`config.mk`:
```
export PLATFORM = sky130hd
export DESIGN_NAME = chm_ctrl
export DESIGN_NICKNAME = d
export VERILOG_FILES = /design/src/rtl/core/chm_pkg.sv /design/src/rtl/core/chm_ctrl.sv
export SDC_FILE = /design/constraint.sdc
export NUM_CORES = 1
export LEC_CHECK = 0
export ABC_AREA = 1
export BUFFER_PORTS_ARGS = -buffer_cell sky130_fd_sc_hd__buf_2
export CORE_AREA = 2 2 39 41
export DETAILED_ROUTE_END_ITERATION = 16
export DIE_AREA = 0 0 41 43
export PLACE_DENSITY = 0.72
export SYNTH_ARGS = -nofsm -noshare
export SYNTH_HDL_FRONTEND = slang
export SYNTH_SLANG_ARGS = --single-unit
```
`constraint.sdc`:
```
create_clock -name clock -period 1 [get_ports clock]
set_input_delay 0.15 -clock clock [delete_from_list [all_inputs] [get_ports clock]]
set_output_delay 0.15 -clock clock [all_outputs]
set_load 0.05 [all_outputs]
```
`src/rtl/core/chm_pkg.sv`:
```
// Shared types and constants for the chained integer-key hash map.
// Used by the controller, the datapath and the top level; no dependencies.
package chm_pkg;

   localparam int NumBuckets  = 256;
   localparam int PoolEntries = 1024;
   localparam int BucketW     = $clog2(NumBuckets);
   localparam int IdxW        = $clog2(PoolEntries);
   localparam int LinkW       = $clog2(PoolEntries + 1);
   localparam int CountW      = 9;
   localparam int KeyW        = 32;
   localparam int ValW        = 32;
   localparam int ModSteps    = 32;

   localparam logic REQ_LOOKUP = 1'b0;
   localparam logic REQ_STORE  = 1'b1;

   typedef struct packed {
      logic load;
      logic mod_step;
      logic head_rd;
      logic head_take;
      logic entry_rd;
      logic entry_take;
      logic upd_value;
      logic append;
      logic set_result;
      logic [1:0] result_kind;
   } cmd_type;

   typedef struct packed {
      logic mod_done;
      logic link_null;
      logic link_bad;
      logic key_hit;
      logic is_store;
      logic pool_full;
   } status_type;

   localparam logic [1:0] RES_MISS = 2'd0;
   localparam logic [1:0] RES_HIT  = 2'd1;
   localparam logic [1:0] RES_FULL = 2'd2;

endpackage

```
`src/rtl/core/chm_ctrl.sv`:
```
// Controller state machine of the hash map: sequences hash, chain walk and update.
// Depends on chm_pkg.
module chm_ctrl
   import chm_pkg::*;
(
   input  logic       clock,
   input  logic       reset,
   input  logic       req_fire,
   output logic       req_ready,
   output logic       rsp_valid,
   input  logic       rsp_ready,
   input  status_type status,
   output cmd_type    cmd
);

   typedef enum logic [7:0] {
      S_IDLE  = 8'b00000001,
      S_MOD   = 8'b00000010,
      S_HEAD  = 8'b00000100,
      S_TAKE  = 8'b00001000,
      S_CHECK = 8'b00010000,
      S_READ  = 8'b00100000,
      S_CMP   = 8'b01000000,
      S_OUT   = 8'b10000000
   } state_type;

   state_type state_ff, state_in;
   logic      valid_ff, valid_in;

   assign req_ready = (state_ff == S_IDLE) && !valid_ff;
   assign rsp_valid = valid_ff;

   always_comb begin
      state_in = state_ff;
      valid_in = valid_ff && !rsp_ready;
      cmd = '0;
      case (state_ff)
         S_IDLE: begin
            if (req_fire) begin
               cmd.load = 1'b1;
               state_in = S_MOD;
            end
         end
         S_MOD: begin
            if (status.mod_done) state_in = S_HEAD;
            else cmd.mod_step = 1'b1;
         end
         S_HEAD: begin
            cmd.head_rd = 1'b1;
            state_in = S_TAKE;
         end
         S_TAKE: begin
            cmd.head_take = 1'b1;
            state_in = S_CHECK;
         end
         S_CHECK: begin
            if (status.link_null || status.link_bad) begin
               cmd.set_result = 1'b1;
               cmd.result_kind = RES_MISS;
               if (status.is_store) begin
                  if (status.pool_full) cmd.result_kind = RES_FULL;
                  else cmd.append = 1'b1;
               end
               state_in = S_OUT;
            end else begin
               cmd.entry_rd = 1'b1;
               state_in = S_CMP;
            end
         end
         S_CMP: begin
            if (status.key_hit) begin
               cmd.set_result = 1'b1;
               cmd.result_kind = RES_HIT;
               cmd.upd_value = status.is_store;
               state_in = S_OUT;
            end else begin
               cmd.entry_take = 1'b1;
               state_in = S_CHECK;
            end
         end
         S_READ: state_in = S_CHECK;
         S_OUT: begin
            valid_in = 1'b1;
            state_in = S_IDLE;
         end
         default: state_in = S_IDLE;
      endcase
   end

   always_ff @(posedge clock) begin
      if (reset) begin
         state_ff <= S_IDLE;
         valid_ff <= 1'b0;
      end else begin
         state_ff <= state_in;
         valid_ff <= valid_in;
      end
   end

endmodule

```
==> impl_metrics.env, run 1 <==
export IMPL_grt_overflow=0
export IMPL_vias_per_cell=5.14
export IMPL_setup_violations=20
export IMPL_rsz0062_at_grt="yes"
export IMPL_synth_top_cell_by_area="dfxtp_1"
export IMPL_seqPwrFrac=0.369
export IMPL_cts_max_level=1
export IMPL_netlist_top_cells_area="dfxtp_1 (33%), nor2_1 (13%), inv_1 (10%)"
export IMPL_slew_viol_final=0
export IMPL_async_flop_share=0
export IMPL_antenna_found_initial=0
export IMPL_p_comb_frac=0.345
export IMPL_die_h_um=43
export IMPL_cp_required_ns=0.85
export IMPL_min_from="reset"
export IMPL_synth_edff_count=0
export IMPL_worst_pin_slew_ns=0.313
export IMPL_layout_setup_ws_ns=-0.696
export IMPL_slew_headroom=0.791
export IMPL_synthAdderAreaFrac=0
export IMPL_clock_skew_ns=0.00342
export IMPL_ys_seq_area_frac=0.334
export IMPL_cts_root_buf="clkbuf_4"
export IMPL_syn_avg_cell_area_um2=6.56
export IMPL_antenna_left=0
export IMPL_clockBufferDepth=2
export IMPL_route_detailed_drc=0
export IMPL_place_congestion=0.731
export IMPL_yosys_warnings=0
export IMPL_cap_violations=0
export IMPL_leakage_nw=0.566
export IMPL_critPathKind="reg -> out"
export IMPL_start_util=0.346
export IMPL_cp_slowest_cell="dfxtp_2"
export IMPL_finalSetupTns_ns=-9.20
export IMPL_post_synth_top_area_fraction=0.334
export IMPL_std_cell_rows=14
export IMPL_grt_pass1_wl_mm=2.50
export IMPL_synthSimpleGateAreaFrac=0.499
export IMPL_synthCells=73
export IMPL_synth_compound_area_frac=0.0574
export IMPL_hold_path_class="in -> reg"
export IMPL_track_usage=0.214
export IMPL_critPathTopFamily="simple AND/OR/NAND/NOR gates"
export IMPL_core_area_um2=1380
export IMPL_synth_seq_cells=8
export IMPL_violations="setup timing"
export IMPL_fin_crit_sh=1.70
export IMPL_ios=23
export IMPL_cp_end_kind="output pin"
export IMPL_cts_tree="done"
export IMPL_synth_nets=83
export IMPL_max_freq_mhz=590
export IMPL_muxShareOfSynthArea=0
export IMPL_drt_wl_total_mm=2.45
export IMPL_drive_gt1_frac=0.773
export IMPL_firstDrtPassIters=4
export IMPL_ys_types=17
export IMPL_clock_latency_ns=0.26
export IMPL_status="finished, violations left"
export IMPL_drt_iter0_drc=21
export IMPL_hold_viol_final=0
export IMPL_worstSetupStartpoint="state_ff[1]$_SDFFE_PP0P_"
export IMPL_max_stage_delay_ns=0.37
export IMPL_die_area_um2=1760
export IMPL_post_drt_wl_per_cell_um=16.6
export IMPL_min_period_ns=1.70
export IMPL_area_growth_pct=152
export IMPL_synthesis_area_um2=479
export IMPL_multi_input_area_um2=418
export IMPL_pwr_share_clk=0.286
export IMPL_power_density_nw_per_um2=766
export IMPL_path_cells="inv_2 > nor2_2 > nand2_2 > nor2_4 > inv_2 > or2_4 > clkinvlp_4 > buf_8"
export IMPL_dp_hpwl_mm=1.15
export IMPL_numClockSinks=8
export IMPL_p_int_w=0.000607
export IMPL_placement_io_buffers=22
export IMPL_clk_pin_slew_ns=0.06
export IMPL_synth_ff_type="dfxtp_1"
export IMPL_synth_top_family_by_area="simple AND/OR/NAND/NOR gates"
export IMPL_cp_common_cell="inv_2"
export IMPL_max_vdd_ir_drop_mv=0.629
export IMPL_antenna_cells=0
export IMPL_power_w=0.000924
export IMPL_first_global_vias=606
export IMPL_grt_max_degree=7
export IMPL_die_w_um=41
export IMPL_r2r_start="state_ff[1]$_SDFFE_PP0P_"
export IMPL_yosysMostFrequentCell="nor2_1"
export IMPL_r2r_slack_ns=-0.46
export IMPL_netlist_top_cells_count="nor2_1 (16), inv_1 (13), nand2_1 (12)"
export IMPL_synth_xor_area_frac=0
export IMPL_fillers=66
export IMPL_cts_hold_buf=0
export IMPL_cp_arrival_ns=1.55
export IMPL_cts_buffers=3
export IMPL_crit_path_max_fanout=2
export IMPL_layout_nets=144
export IMPL_vias=761
export IMPL_p_sw_w=0.000317
export IMPL_sw_frac_of_total=0.343
export IMPL_worstSetupStartpointType="flip-flop"
export IMPL_regArea_um2=175
export IMPL_cp_num_buf_inv=4
[metrics by stage]
stage / util / hold WS (ns) / cells / cell area [um2] / worst slack [ns]
floorplan: - / 0.205 / 73 / 584 / -0.447
global placement: 0.598 / 0.401 / 126 / 827 / -0.406
detailed placement: 0.598 / 0.398 / 126 / 827 / -0.441
CTS: 0.760 / 0.118 / 138 / 1050 / -0.582
global route: 0.872 / 0.141 / 148 / 1210 / -0.736
finish: 0.872 / 0.140 / 148 / 1210 / -0.696
[worst paths after layout]
kind,end,depth (start not counted)
max,cmd[9],8
min,state_ff[1]$_SDFFE_PP0P_,2
max reg2reg,state_ff[1]$_SDFFE_PP0P_,9
min reg2reg,rsp_valid$_SDFF_PP0_,2
[worst register-to-register path, stage by stage, from the launching register on]
cell and delay, ns:
dfxtp_2 0.37, inv_2 0.07, nor2_2 0.13, nand2_2 0.09, nor2_4 0.12, inv_2 0.04
or2_4 0.24, buf_6 0.12, buf_6 0.10, a21oi_2 0.11
[metal layers]
layer  part of all wire  track usage  wire (um)  vias up
met3              0.046       0.0157        112       15
met4              0.046        0.100        112        0
li1                   -            -          -      346
met1               0.38        0.228        920      362
met5                  0            0          0        -
met2               0.53        0.388       1310       38
[cell families after synthesis]
kind of cell | after synthesis
buf+inv | 14
simple gates | 47
flops | 8
compound gates | 4
[what timing repair did]
item,4_1_cts,5_1_grt
gates resized for setup,42,20
pin swaps,12,8
cloned,0,0
setup buffers,9,13
setup endpoints to repair,20,20
[power by group through the flow]
stage / Sequential, W / Combinational, W / Clock [W]
final: 0.000341 / 0.000319 / 0.000264
after global routing: 0.000341 / 0.000337 / 0.000282
after CTS: 0.000339 / 0.000256 / 0.000261
after detailed placement: 0.000348 / 0.000229 / 0
after global placement: 0.000347 / 0.000224 / 0
after floorplan: 0.000346 / 0.000134 / 0
[layout by cell type, fill, tap and decap left out, drive strengths merged]
master and count:
a21oi 3, buf 56, clkbuf 3, clkinvlp 4
dfxtp 8, inv 10, nand2 14, nand3 3
nand4 2, nor2 22, nor3 4, nor3b 1
o21ai 1, or2 1
[registers in the layout, summed over array words and instances (netlist names)]
signal and count:
state_ff 7, rsp_valid 1
[layout make-up]
class                      count  share of cell area
sequential                     8               0.145
tap                           16              0.0166
clock buffer                   3              0.0187
multi-input combinational     51               0.346
inverter                      14              0.0560
timing repair buffer          56               0.417
(Power assumes the default switching activity.)
==> run 2: changes to the inputs <==
- SETUP_SLACK_MARGIN: default -> 0.2
==> run 2 against run 1 <==
Against the previous run: the flow still finishes with violations (setup timing); sequential cell count unchanged; critical endpoint is now req_ready; sequential share of layout area increased by 1.9 points; fmax grew 7.8%.
==> impl_metrics.env, run 2 (synthesis results as in run 1) <==
export IMPL_power_density_nw_per_um2=820
export IMPL_cp_slowest_cell="dfxtp_2"
export IMPL_finalNonFillerCells=136
export IMPL_max_stage_delay_ns=0.34
export IMPL_vias_per_cell=4.62
export IMPL_ios=23
export IMPL_max_freq_mhz=636
export IMPL_setup_violations=19
export IMPL_cp_required_ns=0.85
export IMPL_slew_headroom=0.831
export IMPL_drive_gt1_frac=0.742
export IMPL_grt_overflow=0
export IMPL_clock_latency_ns=0.25
export IMPL_first_global_vias=571
export IMPL_rsz0062_at_grt="yes"
export IMPL_max_vdd_ir_drop_mv=0.686
export IMPL_layout_common_cells="buf_4 (20), nor2_1 (10), nor2_4 (9), buf_2 (9), buf_6 (9)"
export IMPL_leakage_nw=0.481
export IMPL_track_usage=0.189
export IMPL_cp_arrival_ns=1.42
export IMPL_hold_path_class="in -> reg"
export IMPL_cts_buffers=3
export IMPL_cp_num_buf_inv=3
export IMPL_critPathKind="reg -> out"
export IMPL_post_drt_wl_per_cell_um=10.8
export IMPL_start_util=0.346
export IMPL_stdcell_area_um2=1060
export IMPL_mostFrequentLayoutCell="buf_4"
export IMPL_die_area_um2=1760
export IMPL_min_from="reset"
export IMPL_die_w_um=41
export IMPL_cts_tree="done"
export IMPL_status="finished, violations left"
export IMPL_post_place_cells=125
export IMPL_clock_skew_ns=0.000500
export IMPL_cap_violations=0
export IMPL_area_growth_pct=122
export IMPL_worstSetupStartpointType="flip-flop"
export IMPL_drt_iter0_drc=19
export IMPL_placement_io_buffers=22
export IMPL_drt_wl_total_mm=1.46
export IMPL_min_to="state_ff[1]$_SDFFE_PP0P_"
export IMPL_path_cells="nor2_4 > buf_4 > nand3_2 > buf_4 > nor3_4 > buf_6"
export IMPL_clockBufferDepth=2
export IMPL_numClockSinks=8
export IMPL_cts_max_level=1
export IMPL_die_h_um=43
export IMPL_crit_path_max_fanout=3
export IMPL_fin_crit_sh=1.57
export IMPL_r2r_slack_ns=-0.37
export IMPL_hold_path_depth=2
export IMPL_violations="setup timing"
export IMPL_route_detailed_drc=0
export IMPL_grt_pass1_wl_mm=2.30
export IMPL_antenna_found_initial=0
export IMPL_min_period_ns=1.57
export IMPL_slew_viol_final=0
export IMPL_r2r_start="state_ff[3]$_SDFFE_PP0P_"
export IMPL_cp_common_cell="buf_4"
export IMPL_cp_end_kind="output pin"
export IMPL_dp_hpwl_mm=1.01
export IMPL_largest_reg_flops=7
export IMPL_place_congestion=0.735
export IMPL_cts_root_buf="clkbuf_4"
export IMPL_std_cell_rows=14
export IMPL_worst_pin_slew_ns=0.253
export IMPL_regMostFlops="state_ff"
export IMPL_post_dp_cell_area_um2=821
export IMPL_clk_pin_slew_ns=0.05
export IMPL_firstDrtPassIters=4
export IMPL_core_area_um2=1380
export IMPL_grt_max_degree=7
export IMPL_finalSetupTns_ns=-7.68
export IMPL_rr_worst_depth=10
export IMPL_layout_nets=132
export IMPL_hold_viol_final=0
export IMPL_layout_setup_ws_ns=-0.573
export IMPL_critPathTopFamily="buffers and inverters"
export IMPL_vias=628
export IMPL_antenna_left=0
export IMPL_antenna_cells=0
export IMPL_r2r_end="state_ff[6]$_SDFFE_PP0P_"
## run 2: timing repair
| item | in CTS | in global routing |
|---|---|---|
| buffers inserted | 6 | 2 |
| resized for setup | 38 | 11 |
| pin swaps | 9 | 5 |
| endpoints found under the setup margin | 21 | 21 |
| hold buffers | 0 | 0 |
## run 2: layer usage
metal	routed length [um]	track usage	up-vias
met5	0	0	-
met4	29	0.0800	0
met3	41	0.0209	4
met2	782	0.300	15
met1	610	0.245	285
li1	-	-	324
## run 2: worst reg2reg max path, stage by stage (launching register included)
cell     delay (ns)
dfxtp_2        0.34
nor2_4         0.16
buf_4          0.14
nand3_2        0.09
nor2_4         0.12
buf_4          0.11
buf_4          0.09
nor2_1         0.04
nand3_1        0.08
nand2_1        0.05
nor2_1         0.08
## run 2: area by class of cell
cell class	instances	area, um2
Multi-Input combinational cell	51	392
Timing Repair Buffer	44	387
Fill cell	93	320
Sequential cell	8	175
Inverter	14	67.6
Clock buffer	3	22.5
Tap cell	16	20.0
## run 2: worst max path at each step
stage                              from         to  slack, ns  cells past startpoint
3_5_place_dp   state_ff[3]$_SDFFE_PP0P_     cmd[1]      -0.44                      6
2_1_floorplan  state_ff[3]$_SDFFE_PP0P_     cmd[1]      -0.45                      5
5_1_grt        state_ff[3]$_SDFFE_PP0P_     cmd[1]      -0.65                      6
3_3_place_gp   state_ff[3]$_SDFFE_PP0P_     cmd[1]      -0.41                      6
4_1_cts        state_ff[6]$_SDFFE_PP0P_     cmd[9]      -0.56                      7
6_report       state_ff[3]$_SDFFE_PP0P_  req_ready      -0.57                      6
## run 2: metrics by stage
stage	setup slack, ns	util	hold slack, ns	total power [W]
after floorplan	-0.447	-	0.205	0.000480
after global placement	-0.407	0.593	0.395	0.000570
after detailed placement	-0.445	0.593	0.404	0.000576
after CTS	-0.556	0.729	0.133	0.000855
after global routing	-0.654	0.769	0.140	0.000911
final	-0.573	0.769	0.137	0.000872
## run 2: power breakdown
group / switching, W / internal, W
Combinational: 0.000156 / 0.000127
Clock: 0.000111 / 0.000137
Sequential: 0.0000131 / 0.000327
Total: 0.000280 / 0.000591
